===== config.mk =====
export PLATFORM = sky130hd
export DESIGN_NAME = modular_exponentiation_flat
export DESIGN_NICKNAME = d
export VERILOG_FILES = /design/src/design/modexp_pkg.sv /design/src/design/modexp_if.sv /design/src/design/modexp_dp.sv /design/src/design/modexp_ctrl.sv /design/src/design/modexp_sq.sv /design/src/design/modular_exponentiation.sv /design/src/flat_wrapper.sv
export SDC_FILE = /design/constraint.sdc
export NUM_CORES = 1
export LEC_CHECK = 0
export BUFFER_PORTS_ARGS = -buffer_cell sky130_fd_sc_hd__buf_4
export CAP_MARGIN = 20
export CELL_PAD_IN_SITES_DETAIL_PLACEMENT = 1
export CELL_PAD_IN_SITES_GLOBAL_PLACEMENT = 2
export CORE_ASPECT_RATIO = 1.25
export CORE_MARGIN = 2
export CORE_UTILIZATION = 45
export CTS_BUF_LIST = sky130_fd_sc_hd__clkbuf_8
export CTS_CLUSTER_DIAMETER = 120
export DETAILED_ROUTE_END_ITERATION = 8
export PLACE_DENSITY_LB_ADDON = 0.1
export SLEW_MARGIN = 15
export SYNTH_ARGS = -nofsm -noshare
export SYNTH_HDL_FRONTEND = slang
export SYNTH_SLANG_ARGS = --single-unit

===== constraint.sdc =====
create_clock -name clk -period 10.15 [get_ports clk]
set_input_delay 2.03 -clock clk [delete_from_list [all_inputs] [get_ports clk]]
set_output_delay 2.03 -clock clk [all_outputs]
set_load 0.005 [all_outputs]

===== src/design/modexp_pkg.sv =====
// Shared types and constants for the modular exponentiation block.
package modexp_pkg;

  // Width of the data, register and result fields.
  localparam int DATA_WIDTH = 32;

  // Default width of the arithmetic datapath.
  localparam int MOD_WIDTH_DEF = 32;

  // Configuration register indexes.
  localparam int CFG_IDX_W = 1;
  localparam logic [CFG_IDX_W-1:0] CFG_MODULUS  = 1'd0;
  localparam logic [CFG_IDX_W-1:0] CFG_EXPONENT = 1'd1;

  // Controller states.
  typedef enum logic [2:0] {
    S_IDLE,
    S_CHECK,
    S_REDUCE,
    S_BIT,
    S_MUL_P,
    S_P_DONE,
    S_MUL_S,
    S_FINISH
  } state_t;

  // Commands from the controller to the datapath.
  typedef struct packed {
    logic load;          // capture operands of an accepted transaction
    logic red_step;      // one step of the initial data reduction
    logic mul_start;     // set up a shift-and-add multiply
    logic mul_sel_prod;  // multiply base by product (else base by base)
    logic mul_step;      // one step of the multiply
    logic write_prod;    // product takes the multiply result
    logic write_base;    // base takes the square, exponent shifts
    logic out_load;      // load the output register
  } cmd_t;

  // Status from the datapath to the controller.
  typedef struct packed {
    logic m_zero;     // modulus is zero
    logic exp_lsb;    // current exponent bit
    logic step_last;  // last step of a reduction or multiply
    logic bit_last;   // last exponent bit
    logic out_busy;   // output register holds an untaken result
  } status_t;

endpackage


===== src/design/modexp_if.sv =====
// Stream interfaces for the input and result channels.
interface modexp_in_if import modexp_pkg::*; ();
  logic                  valid;
  logic                  ready;
  logic [DATA_WIDTH-1:0] data_in;

  modport source (output valid, output data_in, input ready);
  modport sink   (input valid, input data_in, output ready);
endinterface

interface modexp_out_if import modexp_pkg::*; ();
  logic                  valid;
  logic                  ready;
  logic [DATA_WIDTH-1:0] result;
  logic                  error;

  modport source (output valid, output result, output error, input ready);
  modport sink   (input valid, input result, input error, output ready);
endinterface


===== src/design/modexp_dp.sv =====
// Datapath: operand registers, modular add/double units, counters, output register.
module modexp_dp import modexp_pkg::*; #(
  parameter int MOD_WIDTH = MOD_WIDTH_DEF
) (
  input  logic                  clk,
  input  logic                  rst,
  input  cmd_t                  cmd,
  output status_t               status,
  input  logic [DATA_WIDTH-1:0] cfg_modulus,
  input  logic [DATA_WIDTH-1:0] cfg_exponent,
  input  logic [DATA_WIDTH-1:0] data_in,
  output logic                  out_valid,
  input  logic                  out_ready,
  output logic [DATA_WIDTH-1:0] result,
  output logic                  error
);

  localparam int W  = MOD_WIDTH;
  localparam int CW = $clog2(W);
  localparam logic [CW-1:0] STEP_LAST = CW'(W - 1);
  localparam logic [W-1:0]  ONE_W     = W'(1);

  logic [W-1:0]  mod_w;
  logic [W-1:0]  exp_w;
  logic [W-1:0]  data_w;
  logic [DATA_WIDTH-1:0] prod_out;

  logic [W-1:0]  mod_r;
  logic [W-1:0]  exp_r;
  logic [W-1:0]  data_r;
  logic [W-1:0]  base_r;
  logic [W-1:0]  prod_r;
  logic [W-1:0]  acc_r;
  logic [W-1:0]  mula_r;
  logic [W-1:0]  mulb_r;
  logic [CW-1:0] step_cnt;
  logic [CW-1:0] bit_cnt;

  logic [W-1:0]  red_next;
  logic [W-1:0]  acc_next;
  logic [W-1:0]  dbl_next;

  // Subtract the modulus once from a sum known to be below twice the modulus.
  function automatic logic [W-1:0] reduce_once(input logic [W:0] s, input logic [W-1:0] m);
    logic [W:0] t;
    t = (s >= {1'b0, m}) ? (s - {1'b0, m}) : s;
    return t[W-1:0];
  endfunction

  // Fit the fixed-width fields to the datapath width and back.
  generate
    if (W > DATA_WIDTH) begin : g_wide
      assign mod_w    = {{(W - DATA_WIDTH){1'b0}}, cfg_modulus};
      assign exp_w    = {{(W - DATA_WIDTH){1'b0}}, cfg_exponent};
      assign data_w   = {{(W - DATA_WIDTH){1'b0}}, data_in};
      assign prod_out = prod_r[DATA_WIDTH-1:0];
    end else if (W == DATA_WIDTH) begin : g_equal
      assign mod_w    = cfg_modulus;
      assign exp_w    = cfg_exponent;
      assign data_w   = data_in;
      assign prod_out = prod_r;
    end else begin : g_narrow
      assign mod_w    = cfg_modulus[W-1:0];
      assign exp_w    = cfg_exponent[W-1:0];
      assign data_w   = data_in[W-1:0];
      assign prod_out = {{(DATA_WIDTH - W){1'b0}}, prod_r};
    end
  endgenerate

  // Modular step units: reduction shift-in, accumulate and doubling.
  assign red_next = reduce_once({base_r, data_r[W-1]}, mod_r);
  assign acc_next = reduce_once({1'b0, acc_r} + {1'b0, mula_r}, mod_r);
  assign dbl_next = reduce_once({mula_r, 1'b0}, mod_r);

  // Operand and working registers.
  always_ff @(posedge clk) begin
    if (cmd.load) begin
      mod_r    <= mod_w;
      exp_r    <= exp_w;
      data_r   <= data_w;
      base_r   <= '0;
      prod_r   <= (mod_w == ONE_W) ? '0 : ONE_W;
      step_cnt <= '0;
      bit_cnt  <= '0;
    end
    if (cmd.red_step) begin
      base_r   <= red_next;
      data_r   <= {data_r[W-2:0], 1'b0};
      step_cnt <= (step_cnt == STEP_LAST) ? '0 : step_cnt + 1'b1;
    end
    if (cmd.mul_start) begin
      mula_r   <= base_r;
      mulb_r   <= cmd.mul_sel_prod ? prod_r : base_r;
      acc_r    <= '0;
      step_cnt <= '0;
    end
    if (cmd.mul_step) begin
      if (mulb_r[0]) begin
        acc_r <= acc_next;
      end
      mula_r   <= dbl_next;
      mulb_r   <= {1'b0, mulb_r[W-1:1]};
      step_cnt <= (step_cnt == STEP_LAST) ? '0 : step_cnt + 1'b1;
    end
    if (cmd.write_prod) begin
      prod_r <= acc_r;
    end
    if (cmd.write_base) begin
      base_r  <= acc_r;
      exp_r   <= {1'b0, exp_r[W-1:1]};
      bit_cnt <= bit_cnt + 1'b1;
    end
  end

  // Output register; valid holds until the transaction completes.
  always_ff @(posedge clk) begin
    if (rst) begin
      out_valid <= 1'b0;
    end else if (cmd.out_load) begin
      out_valid <= 1'b1;
    end else if (out_ready) begin
      out_valid <= 1'b0;
    end
  end

  always_ff @(posedge clk) begin
    if (cmd.out_load) begin
      result <= (mod_r == '0) ? '0 : prod_out;
      error  <= (mod_r == '0);
    end
  end

  // Status toward the controller.
  always_comb begin
    status.m_zero    = (mod_r == '0);
    status.exp_lsb   = exp_r[0];
    status.step_last = (step_cnt == STEP_LAST);
    status.bit_last  = (bit_cnt == STEP_LAST);
    status.out_busy  = out_valid && !out_ready;
  end

endmodule


===== src/design/modexp_ctrl.sv =====
// Controller: sequences reduction, square-and-multiply and result hand-off.
module modexp_ctrl import modexp_pkg::*; (
  input  logic    clk,
  input  logic    rst,
  input  logic    in_valid,
  output logic    in_ready,
  input  logic    hold,
  input  status_t status,
  output cmd_t    cmd
);

  state_t state;
  state_t state_next;

  // State register.
  always_ff @(posedge clk) begin
    if (rst) begin
      state <= S_IDLE;
    end else begin
      state <= state_next;
    end
  end

  // Next state and commands.
  always_comb begin
    state_next = state;
    cmd        = '0;
    in_ready   = 1'b0;
    unique case (state)
      S_IDLE: begin
        in_ready = 1'b1;
        if (in_valid) begin
          cmd.load   = 1'b1;
          state_next = S_CHECK;
        end
      end
      S_CHECK: begin
        state_next = status.m_zero ? S_FINISH : S_REDUCE;
      end
      S_REDUCE: begin
        cmd.red_step = 1'b1;
        if (status.step_last) begin
          state_next = S_BIT;
        end
      end
      S_BIT: begin
        // While a square is written back, wait here; after the last bit the product is final.
        if (hold) begin
          if (status.bit_last) begin
            state_next = S_FINISH;
          end
        end else begin
          cmd.mul_start = 1'b1;
          if (status.exp_lsb) begin
            cmd.mul_sel_prod = 1'b1;
            state_next       = S_MUL_P;
          end else begin
            state_next = S_MUL_S;
          end
        end
      end
      S_MUL_P: begin
        cmd.mul_step = 1'b1;
        if (status.step_last) begin
          state_next = S_P_DONE;
        end
      end
      S_P_DONE: begin
        cmd.write_prod = 1'b1;
        cmd.mul_start  = 1'b1;
        state_next     = S_MUL_S;
      end
      S_MUL_S: begin
        cmd.mul_step = 1'b1;
        if (status.step_last) begin
          state_next = S_BIT;
        end
      end
      S_FINISH: begin
        if (!status.out_busy) begin
          cmd.out_load = 1'b1;
          state_next   = S_IDLE;
        end
      end
      default: begin
        state_next = S_IDLE;
      end
    endcase
  end

endmodule


===== src/design/modexp_sq.sv =====
// Square commit stage: tracks the cycle after a square and commits it to the base.
module modexp_sq import modexp_pkg::*; (
  input  logic    clk,
  input  logic    rst,
  input  status_t status,
  input  cmd_t    cmd_in,
  output cmd_t    cmd_out,
  output logic    redirect
);

  logic sq_sel;
  logic sq_pend;

  // Remember whether the running multiply is a product, and flag the end of a square.
  always_ff @(posedge clk) begin
    if (rst) begin
      sq_sel  <= 1'b0;
      sq_pend <= 1'b0;
    end else begin
      if (cmd_in.mul_start) begin
        sq_sel <= cmd_in.mul_sel_prod;
      end
      sq_pend <= cmd_in.mul_step && !sq_sel && status.step_last;
    end
  end

  // In the cycle after a square finishes, the base is written and the controller waits.
  always_comb begin
    cmd_out  = cmd_in;
    redirect = sq_pend;
    if (sq_pend) begin
      cmd_out.write_base = 1'b1;
    end
  end

endmodule


===== src/design/modular_exponentiation.sv =====
// Top level of the modular exponentiation block: registers, controller and datapath.
//
//  channel  | direction | payload            | handshake
//  ---------+-----------+--------------------+--------------------------
//  in_ch    | in        | data_in[31:0]      | valid / ready
//  out_ch   | out       | result[31:0], error| valid / ready
//  config   | in        | cfg_index, cfg_data| cfg_we, no wait
//
// The data is reduced by the modulus, then each of the W = MOD_WIDTH exponent
// bits takes a square, preceded by a product when the bit is set, on the
// one-bit-per-cycle shift-and-add multiplier; the controller then returns to
// idle to take the next transaction. A zero modulus skips to an error result.
// Reset clears the controller, the output valid flag and the config registers
// (modulus 0, exponent 1). A result waits in the output register while the next
// transaction is accepted and computed; the controller holds only at the end.
module modular_exponentiation import modexp_pkg::*; #(
  parameter int MOD_WIDTH = MOD_WIDTH_DEF
) (
  input  logic                  clk,
  input  logic                  rst,
  modexp_in_if.sink             in_ch,
  modexp_out_if.source          out_ch,
  input  logic                  cfg_we,
  input  logic [CFG_IDX_W-1:0]  cfg_index,
  input  logic [DATA_WIDTH-1:0] cfg_data
);

  logic [DATA_WIDTH-1:0] modulus;
  logic [DATA_WIDTH-1:0] exponent;
  cmd_t    cmd_ctrl;
  cmd_t    cmd;
  status_t status;
  logic    redirect;
  logic    in_ready;

  // Configuration registers.
  always_ff @(posedge clk) begin
    if (rst) begin
      modulus  <= '0;
      exponent <= DATA_WIDTH'(1);
    end else if (cfg_we) begin
      unique case (cfg_index)
        CFG_MODULUS:  modulus  <= cfg_data;
        CFG_EXPONENT: exponent <= cfg_data;
        default: ;
      endcase
    end
  end

  modexp_ctrl u_ctrl (
    .clk      (clk),
    .rst      (rst),
    .in_valid (in_ch.valid),
    .in_ready (in_ready),
    .hold     (redirect),
    .status   (status),
    .cmd      (cmd_ctrl)
  );

  modexp_sq u_sq (
    .clk      (clk),
    .rst      (rst),
    .status   (status),
    .cmd_in   (cmd_ctrl),
    .cmd_out  (cmd),
    .redirect (redirect)
  );

  assign in_ch.ready = in_ready;

  modexp_dp #(
    .MOD_WIDTH (MOD_WIDTH)
  ) u_dp (
    .clk          (clk),
    .rst          (rst),
    .cmd          (cmd),
    .status       (status),
    .cfg_modulus  (modulus),
    .cfg_exponent (exponent),
    .data_in      (in_ch.data_in),
    .out_valid    (out_ch.valid),
    .out_ready    (out_ch.ready),
    .result       (out_ch.result),
    .error        (out_ch.error)
  );

endmodule

===== src/flat_wrapper.sv =====
// flat-port wrapper written by rule: the top's interface ports become plain ports
module modular_exponentiation_flat import modexp_pkg::*;
#(
  parameter int MOD_WIDTH = MOD_WIDTH_DEF
)
  (clk, rst, cfg_we, cfg_index, cfg_data, in_ch_valid, in_ch_data_in, in_ch_ready, out_ch_valid, out_ch_result, out_ch_error, out_ch_ready);
  modexp_in_if in_ch_i ();
  modexp_out_if out_ch_i ();
  input  logic clk;
  input  logic rst;
  input  logic cfg_we;
  input  logic [CFG_IDX_W-1:0] cfg_index;
  input  logic [DATA_WIDTH-1:0] cfg_data;
  input wire logic [$bits(in_ch_i.valid)-1:0] in_ch_valid;
  input wire logic [$bits(in_ch_i.data_in)-1:0] in_ch_data_in;
  output wire logic [$bits(in_ch_i.ready)-1:0] in_ch_ready;
  output wire logic [$bits(out_ch_i.valid)-1:0] out_ch_valid;
  output wire logic [$bits(out_ch_i.result)-1:0] out_ch_result;
  output wire logic [$bits(out_ch_i.error)-1:0] out_ch_error;
  input wire logic [$bits(out_ch_i.ready)-1:0] out_ch_ready;
  assign in_ch_i.valid = in_ch_valid;
  assign in_ch_i.data_in = in_ch_data_in;
  assign in_ch_ready = in_ch_i.ready;
  assign out_ch_valid = out_ch_i.valid;
  assign out_ch_result = out_ch_i.result;
  assign out_ch_error = out_ch_i.error;
  assign out_ch_i.ready = out_ch_ready;
  modular_exponentiation #(.MOD_WIDTH(MOD_WIDTH)) u_core (.clk(clk), .rst(rst), .in_ch(in_ch_i), .out_ch(out_ch_i), .cfg_we(cfg_we), .cfg_index(cfg_index), .cfg_data(cfg_data));
endmodule

# After elaboration in Yosys (flattened, before gate mapping)
# Index checks and enable logic that the tools add are counted.
[totals]
ff_bits = 369
wordCells = 116
inputBits = 70
[classes]
n_mux = 51
n_reduce_logical = 19
bitwise = 1
add_sub_neg = 6
magnitude_cmp = 3
n_eq_ne = 15
[op_table]
columns = ["cell", "count"]
rows = [
  ["2-to-1 mux 32 bit", 16],
  ["2-to-1 mux 31 bit", 4],
  [">= comparator 33 x 32 -> 1 bit", 3],
  ["subtractor 32 bit", 3],
  ["adder 32 x 32 -> 33 bit", 1],
  ["== test 32 x 1 -> 1 bit (second input constant)", 1],
  ["logical NOT 32 bit", 1],
  ["2-to-1 mux 5 bit", 6],
  ["2-to-1 mux 3 bit", 7],
  ["case mux 3 bit (7 select lines)", 1],
  ["2-to-1 mux 1 bit", 14],
  ["== test 3 bit (second input constant)", 4],
  ["adder 5 x 1 -> 5 bit (second input constant)", 2],
  ["== test 5 bit (second input constant)", 2],
  ["nonzero test 2 bit", 5],
  ["== test 3 x 2 -> 1 bit (second input constant)", 2],
  ["inequality test 2 bit (second input constant)", 3],
  ["AND reduction 5 bit", 1],
  ["2-to-1 mux 2 bit", 2],
  ["AND reduction 2 bit", 2],
  ["nonzero test 4 bit", 1],
  ["OR reduction 2 bit", 2],
  ["== test 3 x 1 -> 1 bit (second input constant)", 1],
  ["logical AND 1 bit", 3],
  ["7 further kinds", 8],
]

# Longest topological paths before layout
# Gate-level depths: netlist of run 1.
[logic_depth]
depth_word = 6
mapped_depth = 23

# By module
# Synthesis of run 1 repeated with hierarchy kept, for this count alone.
[hier_totals]
cells_unflattened = 2242
area_unflattened_um2 = 22550.4
[modules_own_cells]
columns = ["mod", "cells_each", "area_per_inst_um2", "seq_area_each_um2", "n_inst"]
rows = [
  ["modexp_dp", 1943, 19449.9, 8648.3, 1],
  ["modular_exponentiation", 245, 2640.0, 1281.2, 1],
  ["modexp_ctrl", 41, 335.3, 60.1, 1],
  ["modexp_sq", 13, 125.1, 40.0, 1],
]

# Worst setup path after synthesis of run 1
# Ideal clock, no wire load.
[synth_path]
path_kind = "register to register"
from = "register u_core.u_dp.mula_r[0]"
to = "register u_core.u_dp.acc_r[0]"
arrival_time_ps = 4728
path_stages_with_launch = 23
period_less_slack_ps = 4844
slack_ps = 5306
setup_time_ps = 116
required_time_ps = 10034
path_cell_list = "edfxtp_1 -> ha_1 -> fa_1 -> a211oi_1 -> o211ai_1 -> nand4_1 -> o311ai_1 -> o31a_1 -> a31oi_1 -> o21bai_1 -> a21oi_1 -> xnor2_1 -> ha_1 -> nand4_1 -> or3_1 -> or2_2 -> nor2_1 -> a211o_1 -> nor3_1 -> o211ai_1 -> buf_2 -> a211oi_1 -> a31o_2"
[synth_between]
elab_chain_len = 5
[synth_rtl]
columns = ["element", "line", "source"]
rows = [
  ["from (decl)", "modexp_dp.sv:34", "logic [W-1:0] mula_r;"],
  ["from (signal assigned)", "modexp_dp.sv:92", "mula_r <= base_r;"],
  ["from (signal assigned)", "modexp_dp.sv:101", "mula_r <= dbl_next;"],
  ["adder 32 x 32 -> 33 bit *", "modexp_dp.sv:72", "assign acc_next = reduce_once({1'b0, acc_r} + {1'b0, mula_r}, mod_r);"],
  ["subtractor 32 bit / >= comparator 33 x 32 -> 1 bit (equally long branches)", "modexp_dp.sv:46", "t = (s >= {1'b0, m}) ? (s - {1'b0, m}) : s;"],
  ["2-to-1 mux 32 bit *", "modexp_dp.sv:46", ""],
  ["2-to-1 mux 32 bit *", "modexp_dp.sv:98", "if (mulb_r[0]) begin"],
  ["2-to-1 mux 32 bit *", "modexp_dp.sv:97", "if (cmd.mul_step) begin"],
  ["to (signal assigned)", "modexp_dp.sv:99", "acc_r <= acc_next;"],
  ["to (decl)", "modexp_dp.sv:33", "logic [W-1:0] acc_r;"],
]
# Mark *: on every way between the ends. The rest lies on a longest branch, timed or not.
# A chain may end at the register's enable or synchronous reset.

# Worst setup path in the final report of run 1
[layout_path]
from = "register u_core.u_dp.mula_r[0]"
to = "register u_core.u_dp.acc_r[31]"
# Same word-level chain as after synthesis.

==> results of run 1 <==
[worst paths after layout]
| kind | cells past startpoint | to | start | slack (ps) |
|---|---|---|---|---|
| setup / recovery | 23 | u_core.u_dp.acc_r[31] | u_core.u_dp.mula_r[0] | 4070 |
| hold / removal | 1 | u_core.u_sq.redirect | u_core.u_sq.sq_sel | 430 |
| setup reg to reg | 23 | u_core.u_dp.acc_r[31] | u_core.u_dp.mula_r[0] | 4070 |
| hold reg to reg | 1 | u_core.u_sq.redirect | u_core.u_sq.sq_sel | 430 |
[sequential cells by signal, summed over array words and instances (netlist names)]
name	count
u_core.u_dp.mod_r	32
u_core.u_dp.acc_r	32
u_core.u_dp.data_r	32
u_core.u_sq.redirect	1
u_core.u_dp.bit_cnt	5
u_core.u_ctrl.state	3
u_core.u_dp.exp_r	32
u_core.exponent	32
u_core.u_dp.error	1
u_core.u_dp.mula_r	32
u_core.u_dp.mulb_r	32
u_core.u_dp.base_r	32
u_core.modulus	32
u_core.u_sq.sq_sel	1
u_core.u_dp.prod_out	32
u_core.u_dp.step_cnt	5
u_core.u_dp.result	32
u_core.u_dp.out_valid	1
[cell usage in the layout (no fill, tap or decap), types with 14 or more instances in the layout]
cell / n
a21o_1: 50
a21oi_1: 177
a22o_1: 33
a31oi_1: 36
and2_1: 47
and3_1: 17
buf_4: 129
clkbuf_8: 67
dfxtp_1: 104
edfxtp_1: 264
ha_1: 132
inv_1: 99
mux2_2: 31
mux2i_1: 72
nand2_1: 331
nand3_1: 48
nand4_1: 25
nor2_1: 112
nor2b_1: 52
nor3_1: 31
nor4_1: 18
o211ai_1: 16
o21a_1: 24
o21ai_0: 144
o21bai_1: 21
o31ai_1: 14
xnor2_1: 71
xor2_1: 36
[worst register-to-register path, cell delays in order (launching register included)]
cell	delay [ps]
edfxtp_1	430
ha_1	260
fa_1	450
a211oi_1	310
o211ai_1	190
nand4_1	200
o311ai_1	250
o31a_1	350
a31oi_1	360
o21bai_1	100
a21oi_1	180
xnor2_1	120
ha_1	410
nand4_1	160
or3_1	400
or2_2	300
nor2_1	90
a211o_1	100
nor3_1	40
o211ai_1	90
buf_4	420
nand2_1	280
a2111oi_0	380
a221o_1	170
[metal layers]
metal  up-vias  part of all wire [%]
met2       356                    48
li1       8452                     -
met3       123                   3.8
met1      8610                    44
met5         -                     0
met4         0                   3.8
[stage by stage]
step | setup WS [ps] | hold slack [ps]
after floorplan | 5310 | 400
after CTS | 4070 | 426
after detailed placement | 4110 | 416
after global placement | 4290 | 400
after global routing | 3590 | 442
final | 4070 | 427
[logic make-up (layout without fill, tap and decap cells)]
group	Yosys count	count (layout)
buf+inv	175	322
xor+xnor	107	107
fa+ha+maj	136	136
mux	103	103
flops	369	369
compound gates	623	623
simple gates	732	732
[power groups by stage]
stage	combinational, mW	clock [mW]	sequential (mW)
finish	3.38	1.35	2.21
global route	3.73	1.44	2.24
CTS	3.37	1.39	2.21
detailed placement	3.35	0	2.24
global placement	3.28	0	2.22
floorplan	2.54	0	2.13
[final cells by class]
cell class | count | area, µm² | share of cell area [%]
tap | 644 | 806 | 3.27
timing repair buffer | 131 | 998 | 4.06
clock inverter | 48 | 315 | 1.28
sequential | 369 | 10000 | 40.8
clock buffer | 67 | 922 | 3.75
multi-input combinational | 1701 | 11300 | 45.7
inverter | 76 | 285 | 1.16
[cells in the mapped netlist, types with 6 or more instances]
master and n:
a211oi_1 9, a221o_1 6, inv_1 73, a31oi_1 36
clkbuf_1 90, or3_1 10, a41oi_1 6, nor3_1 31
and3_1 17, nand2b_1 6, o31ai_1 14, o211ai_1 16
ha_1 132, and2_1 47, nand4_1 25, edfxtp_1 264
o21bai_1 21, xor2_1 36, o21a_1 24, o21ai_0 145
nor2_1 115, xnor2_1 71, a21boi_0 7, nor2b_1 54
nand3_1 48, a22o_1 33, mux2i_1 72, nor4_1 18
nand2_1 332, a21o_1 50, dfxtp_1 105, a21oi_1 177
a311o_1 6, mux2_2 31
==> flow_summary_export.csv, run 1 <==
group,metric,value,unit
final_layout,drive_gt1_share,11.8,%
timing,drv_slew,0,
die,io-pin-count,105,
pwr,power.switching,2.90,mW
setup_path,startpoint_type,"flip-flop",
placed_design,port_buffers,104,
pwr,power_frac_seq,31.8,%
global_route,grt_overflow,0,
synth,seq_area_frac_synth,45.8,%
pwr,p_sw_share,41.8,%
cts,clk_latency,690,ps
setup_path,cp_slowest_cell,"fa_1",
route,via_count,17500,
timing,slew_headroom,25.2,%
synth,synthesis.nets,2451,
synth,synth-compound-area-share,18.5,%
cts,cts-root-buf,"clkbuf_8",
setup_path,path_cells,"ha_1, fa_1, a211oi_1, o211ai_1, nand4_1, o311ai_1, o31a_1, a31oi_1, o21bai_1, a21oi_1, xnor2_1, ha_1, nand4_1, or3_1, or2_2, nor2_1, a211o_1, nor3_1, o211ai_1, buf_4, nand2_1, a2111oi_0, a221o_1",
cts,postCtsHoldBufs,0,
synth,yosys_warnings,0,
final_layout,syn_to_final_growth,12.4,%
synth,netlist_instances,2245,
die,coreArea,0.0482,mm²
global_route,grt_max_degree,71,
setup_path,crit_type,"reg2reg",
global_route,grt_busiest_layer,"met2",
synth,synth_xor_area_share,4.28,%
synth,synth_area_leaders,"edfxtp_1 (36%), dfxtp_1 (9.6%), ha_1 (7.5%), nand2_1 (5.7%), a21oi_1 (4.0%)",
placed_design,dpl.hpwl,49700,µm
global_route,gr-usage-met1,33.3,%
outcome,status,"finished clean",
timing,layout_min_cycle_time,6080,ps
timing,setup_viol,0,
cts,post-cts-setup-buffers,0,
setup_path,crit_buf_inv,1,
synth,synthAdderAreaFrac,7.90,%
timing,fmax,165,MHz
die,fp.dieH,251,µm
die,die-area,0.0505,mm²
timing,timing.setup.tns,0,ps
route,ant_nets,0,
route,firstDrtPassIters,7,
global_route,grt_pass1_wl,103000,µm
run,maxCapViolCount,0,
route,drc,0,
die,initial_utilization,45.5,%
die,die_width,201,µm
synth,synth_cell_types,87,
route,wl_per_cell,21.6,µm
die,num_rows,90,
pwr,design_power_total,6.94,mW
cts,clockBufferDepth,3,
synth,netlist.area_leader.share,36.2,%
final_layout,finalNetCount,2546,
cts,numCtsBuffers,61,
cts,clock_sinks,369,
global_route,first_global_vias,18300,
pwr,peakVddDrop,0.116,mV
synth,synth_area,0.0219,mm²
route,wirelength,65700,µm
timing,fin_crit_sh,59.9,%
route,routed_via_density,5.78,
synth,synth_mux_area_share,4.88,%
setup_path,critPathTopFamily,"compound AO/OA/AOI/OAI gates",
min_path,hp-class,"reg2reg",
synth,synth_edf_count,264,
setup_path,crit_arrival,6700,ps
cts,cts_tree,"yes",
final_layout,diodes,0,
pwr,powerDensity,282,mW/mm²
final_layout,final_core_util,51.1,%
final_layout,design_area,0.0246,mm²
pwr,power.internal,4.04,mW
pwr,combPwrFrac,48.7,%
setup_path,worstSetupEndpointType,"flip-flop",
synth,yosys_register_bits,369,
timing,finClkSkew,42.2,ps
global_route,antenna_found_initial,0,
placed_design,place_area,0.0234,mm²
synth,syn_avg_cell_area,9.76,µm²
setup_path,cp.required,10780,ps
cts,cts_resized,0,
global_route,grt_usage,26.0,%
pwr,p_clk_share,19.4,%
global_route,grt_use_met2,44.8,%
final_layout,instances_no_fill,3036,
synth,synthSimpleGateAreaFrac,15.6,%
synth,async_reset_ff_share,0,%
pwr,power_leakage,9.69,nW
timing,tightest_slew,1120,ps
global_route,grtUsageMet3,3.56,%
setup_path,critPathMaxFanout,33,
placed_design,place_inst,2920,
synth,synth.largest_area_cell,"edfxtp_1",
timing,rsz0062_at_grt,"false",
synth,synth_ff_type,"edfxtp_1",
final_layout,num-fill-cells,5474,
cts,clk_pin_slew,60,ps
setup_path,cp_slowest_stage_delay,450,ps
route,drt_iter0_markers,725,
timing,hold_violations,0,
cts,htree_levels,2,
synth,synth_top_family_by_area,"compound AO/OA/AOI/OAI gates",
placed_design,place.gp.congestion,0.955,
Note: power is estimated with default switching activity, not from simulation.
==> inputs of run 2 (changes only) <==
- CORE_UTILIZATION: 45 -> 38
- clock period: 10.15 -> 5.28 ns (I/O delays scaled with it)
==> flow_summary_export.csv, run 2 (synthesis gave the netlist of run 1 again) <==
group,metric,value,unit
outcome,status,"finished clean",
timing,fin_crit_sh,96.9,%
final_layout,final_common_cell,"nand2_1",
timing,setup_viol,0,
route,wirelength,68700,µm
cts,clockBufferDepth,3,
placed_design,dpl.hpwl,53000,µm
timing,finClkSkew,31.8,ps
global_route,grt_overflow,0,
min_path,holdPathStages,1,
pwr,power_frac_seq,30.0,%
die,initial_utilization,38.3,%
pwr,p_sw_share,41.5,%
route,drc,0,
final_layout,seqCellArea,0.0100,mm²
min_path,holdPathEnd,"u_core.u_sq.redirect",
setup_path,critPathMaxFanout,8,
global_route,first_global_vias,18500,
pwr,p_clk_share,18.4,%
timing,tightest_slew,1000,ps
placed_design,port_buffers,104,
die,coreArea,0.0571,mm²
pwr,power.switching,5.87,mW
route,wl_per_cell,21.5,µm
run,maxCapViolCount,0,
die,fp.dieH,272,µm
setup_path,reg2reg_depth,23,
pwr,power.internal,8.29,mW
setup_path,critPathTopFamily,"compound AO/OA/AOI/OAI gates",
final_layout,layout_common_cells,"nand2_1 (331), edfxtp_1 (264), buf_4 (182)",
setup_path,crit_buf_inv,3,
placed_design,place_inst,3072,
cts,cts-root-buf,"clkbuf_8",
timing,hold_violations,0,
final_layout,num-fill-cells,6491,
route,firstDrtPassIters,5,
die,num_rows,98,
timing,slew_headroom,33.3,%
cts,htree_levels,2,
setup_path,startpoint_type,"flip-flop",
pwr,design_power_total,14.2,mW
die,die-area,0.0596,mm²
final_layout,syn_to_final_growth,17.0,%
cts,clock_sinks,369,
timing,timing.setup.tns,0,ps
setup_path,worstSetupEndpointType,"flip-flop",
placed_design,place_area,0.0239,mm²
final_layout,multiInputGateArea,0.0116,mm²
pwr,power_leakage,10.1,nW
setup_path,cp_slowest_stage_delay,460,ps
final_layout,finalNetCount,2606,
setup_path,cp_common_cell,"a21oi_2",
final_layout,final_core_util,44.9,%
setup_path,crit_cells,23,
route,via_count,17600,
timing,fmax,195,MHz
route,drt_iter0_markers,700,
global_route,antenna_found_initial,1,
cts,clk_latency,690,ps
placed_design,place.gp.congestion,0.907,
setup_path,cp_slowest_cell,"edfxtp_1",
pwr,combPwrFrac,51.6,%
setup_path,crit_arrival,5660,ps
setup_path,r2r_start,"u_core.u_dp.mula_r[12]",
setup_path,path_cells,"ha_1, a21oi_2, buf_4, o31ai_2, a21oi_2, o31ai_4, a221o_1, a21oi_2, o21bai_2, a211oi_2, xnor2_2, ha_1, nand3_2, or3_4, or2_4, nor2_2, a211o_1, nor3_2, o211ai_1, buf_4, buf_12, mux2i_1, o21ai_0",
global_route,grt_pass1_wl,106000,µm
setup_path,r2r_end,"u_core.u_dp.acc_r[1]",
route,ant_nets,0,
cts,cts_tree,"yes",
min_path,hp-class,"reg2reg",
final_layout,instances_no_fill,3201,
route,routed_via_density,5.51,
global_route,grt_max_degree,119,
cts,clk_pin_slew,70,ps
final_layout,drive_gt1_share,16.2,%
setup_path,cp.required,5820,ps
cts,postCtsHoldBufs,0,
cts,numCtsBuffers,61,
timing,layout_min_cycle_time,5120,ps
die,die_width,219,µm
pwr,powerDensity,552,mW/mm²
min_path,min_from,"u_core.u_sq.sq_sel",
setup_path,crit_type,"reg2reg",
timing,drv_slew,0,
pwr,peakVddDrop,0.196,mV
global_route,grt_usage,23.1,%
setup_path,regToRegSetupSlack,160,ps
die,io-pin-count,105,
final_layout,design_area,0.0256,mm²
## run 2: cell types whose count changed in the layout (fill, tap and decap cells not counted), sizes merged
cell	previous run	this run
buf	131	190
inv	103	98
clkbuf	67	70
clkinvlp	1	2
diode	0	1
## run 2: metal layers
metal  up-vias  wire [µm]  global-route usage, %
met5         -          0                      0
met4         0       2790                   9.35
met3       129       2250                   3.02
met2       312      33300                   39.3
met1      8618      30300                   29.4
li1       8576          -                      -
## run 2: cell type report
class / instances / share of cell area [%]
Inverter: 76 / 1.11
Clock buffer: 69 / 3.71
Clock inverter: 44 / 1.17
Tap cell: 750 / 3.66
Timing Repair Buffer: 191 / 5.97
Sequential cell: 369 / 39.1
Antenna cell: 1 / 0.00976
Multi-Input combinational cell: 1701 / 45.2
## run 2: timing repair
item                       4_1_cts  5_1_grt
buffers inserted                 1       12
setup endpoints to repair       32       32
resized for setup                4       64
hold endpoints to repair         0        0
pin swaps                        1       29
cloned                           0        1
## run 2: worst max-delay path by stage
stage                            from                    end  slack [ps]
2_1_floorplan   u_core.u_dp.mula_r[0]   u_core.u_dp.acc_r[0]         440
3_3_place_gp    u_core.u_dp.mula_r[0]  u_core.u_dp.acc_r[31]          30
3_5_place_dp    u_core.u_dp.mula_r[0]   u_core.u_dp.acc_r[0]        -140
4_1_cts         u_core.u_dp.mula_r[0]   u_core.u_dp.acc_r[0]           3
5_1_grt        u_core.u_dp.mula_r[12]   u_core.u_dp.acc_r[1]         -80
6_report       u_core.u_dp.mula_r[12]   u_core.u_dp.acc_r[1]         160
## run 2: through the flow
step	worst slack (ps)	hold WS [ps]
floorplan	436	400
global placement	31.0	410
detailed placement	-139	412
CTS	3.03	421
global route	-83.6	439
finish	164	418
## run 2: power groups by stage
stage	clock (mW)	sequential, mW	combinational [mW]
6_report	2.61	4.24	7.31
2_1_floorplan	0	4.09	4.88
4_1_cts	2.70	4.23	6.92
5_1_grt	2.81	4.31	8.05
3_5_place_dp	0	4.29	6.87
3_3_place_gp	0	4.27	6.76
==> inputs of run 3 (changes only) <==
- PLACE_DENSITY_LB_ADDON: 0.1 -> 0.15
==> flow_summary_export.csv, run 3 (synthesis gave the netlist of run 1 again) <==
group,metric,value,unit
final_layout,layout_common_cells,"nand2_1 (330), edfxtp_1 (264), buf_4 (193)",
cts,numCtsBuffers,66,
route,routed_via_density,5.53,
cts,clockBufferDepth,3,
die,coreArea,0.0571,mm²
die,num_rows,98,
placed_design,pre_cts_ws,-79.1,ps
pwr,powerDensity,548,mW/mm²
pwr,power_leakage,10.1,nW
global_route,grt_max_degree,71,
placed_design,port_buffers,104,
global_route,antenna_found_initial,2,
cts,postCtsHoldBufs,0,
route,drt_iter0_markers,704,
global_route,grt_busiest_layer,"met2",
global_route,gr-usage-met1,29.6,%
global_route,grt_usage,23.2,%
global_route,grt_pass1_wl,107000,µm
cts,clk_latency,650,ps
final_layout,final_core_util,44.7,%
placed_design,place_area,0.0239,mm²
setup_path,r2r_end,"u_core.u_dp.acc_r[26]",
placed_design,place_inst,3081,
global_route,grtUsageMet3,2.95,%
global_route,grt_use_met2,40.2,%
timing,fin_crit_sh,96.3,%
min_path,holdPathStages,1,
timing,setup_viol,0,
min_path,holdPathEnd,"u_core.u_sq.redirect",
pwr,combPwrFrac,51.7,%
global_route,first_global_vias,18700,
route,wl_per_cell,21.4,µm
pwr,p_sw_share,42.0,%
route,via_count,17800,
cts,htree_levels,3,
timing,timing.setup.tns,0,ps
route,wirelength,68700,µm
setup_path,critPathMaxFanout,6,
run,maxCapViolCount,0,
cts,cts-root-buf,"clkbuf_8",
pwr,p_clk_share,18.1,%
outcome,status,"finished clean",
timing,fmax,197,MHz
setup_path,crit_arrival,5610,ps
timing,fin_ws,195,ps
final_layout,drive_gt1_share,16.1,%
timing,layout_min_cycle_time,5090,ps
die,fp.dieH,272,µm
global_route,grt_overflow,0,
timing,hold_violations,0,
die,initial_utilization,38.3,%
setup_path,crit_type,"reg2reg",
pwr,peakVddDrop,0.206,mV
timing,tightest_slew,1010,ps
cts,cts_tree,"yes",
setup_path,regToRegSetupSlack,190,ps
timing,hold_slack,418,ps
final_layout,finalNetCount,2618,
min_path,min_from,"u_core.u_sq.sq_sel",
cts,clock_sinks,369,
setup_path,cp.required,5800,ps
final_layout,final_common_cell,"nand2_1",
setup_path,reg2reg_depth,22,
route,drc,0,
setup_path,startpoint_type,"flip-flop",
placed_design,dpl.hpwl,53100,µm
final_layout,instances_no_fill,3212,
die,die_width,219,µm
final_layout,design_area,0.0256,mm²
pwr,power.internal,8.13,mW
route,firstDrtPassIters,5,
pwr,power.switching,5.89,mW
timing,finClkSkew,31.3,ps
die,die-area,0.0596,mm²
timing,slew_headroom,33.0,%
min_path,hp-class,"reg2reg",
timing,rsz0062_at_grt,"true",
setup_path,worstSetupEndpointType,"flip-flop",
route,ant_nets,0,
die,io-pin-count,105,
setup_path,r2r_start,"u_core.u_dp.mula_r[0]",
final_layout,syn_to_final_growth,16.6,%
pwr,power_frac_seq,30.2,%
placed_design,place.gp.congestion,0.892,
timing,drv_slew,0,
cts,clk_pin_slew,60,ps
pwr,design_power_total,14.0,mW
run 3: changes by cell type in the layout (fill, tap and decap cells not counted), sizes merged:
cell / change
buf: +8
bufinv: -3
clkbuf: +1
clkinvlp: +1
clkinv: +4
run 3: worst max path at each step:
stage | startpoint | end | slack, ps
after floorplan | u_core.u_dp.mula_r[0] | u_core.u_dp.acc_r[0] | 440
after global placement | u_core.u_dp.mula_r[1] | u_core.u_dp.acc_r[31] | -30
after detailed placement | u_core.u_dp.mula_r[0] | u_core.u_dp.acc_r[24] | -80
after CTS | u_core.u_dp.mula_r[0] | u_core.u_dp.acc_r[28] | 10
after global routing | u_core.u_dp.mula_r[0] | u_core.u_dp.acc_r[26] | -100
final | u_core.u_dp.mula_r[0] | u_core.u_dp.acc_r[26] | 190
run 3: area by class of cell:
class                   instances  area, µm²
diodes                          1       2.50
clock buffers                  71        977
clock inverters                46        239
fillers                      6469      31600
inverters                      76        285
multi-input cells            1701      11600
flip-flops and latches        369      10000
well taps                     750        938
repair buffers                198       1520
run 3: repair_timing:
item,in CTS,in global routing
setup endpoints to repair,12,32
pin swaps,1,23
gates resized for setup,3,53
hold endpoints to repair,0,0
setup buffers,1,11
run 3: critical path, cell delays in order, from the launching register on:
cell and delay [ps]:
edfxtp_1 390, ha_2 200, fa_2 360, a211oi_2 310, o211ai_1 160, nand4_1 190, nor2b_2 250, o21ai_1 120
nand2_1 90, a21oi_1 80, xor2_1 250, ha_1 300, buf_4 170, nand3_1 120, nand2_1 110, a2111oi_4 370
a211oi_2 170, a211o_1 380, and2_4 200, o31ai_4 250, xor2_1 210, nor2_2 50, a221o_1 250
run 3: power by group through the flow:
| stage | clock network (mW) | registers (mW) | logic (mW) |
|---|---|---|---|
| after CTS | 2.64 | 4.22 | 6.90 |
| after global placement | 0 | 4.26 | 6.75 |
| after floorplan | 0 | 4.09 | 4.88 |
| after global routing | 2.76 | 4.29 | 7.97 |
| after detailed placement | 0 | 4.28 | 6.85 |
| final | 2.54 | 4.23 | 7.24 |
run 3: layer usage:
| metal | up-vias | wire length (µm) |
|---|---|---|
| li1 | 8606 | - |
| met1 | 8728 | 30600 |
| met2 | 328 | 33600 |
| met3 | 97 | 2360 |
| met4 | 0 | 2140 |
| met5 | - | 0 |
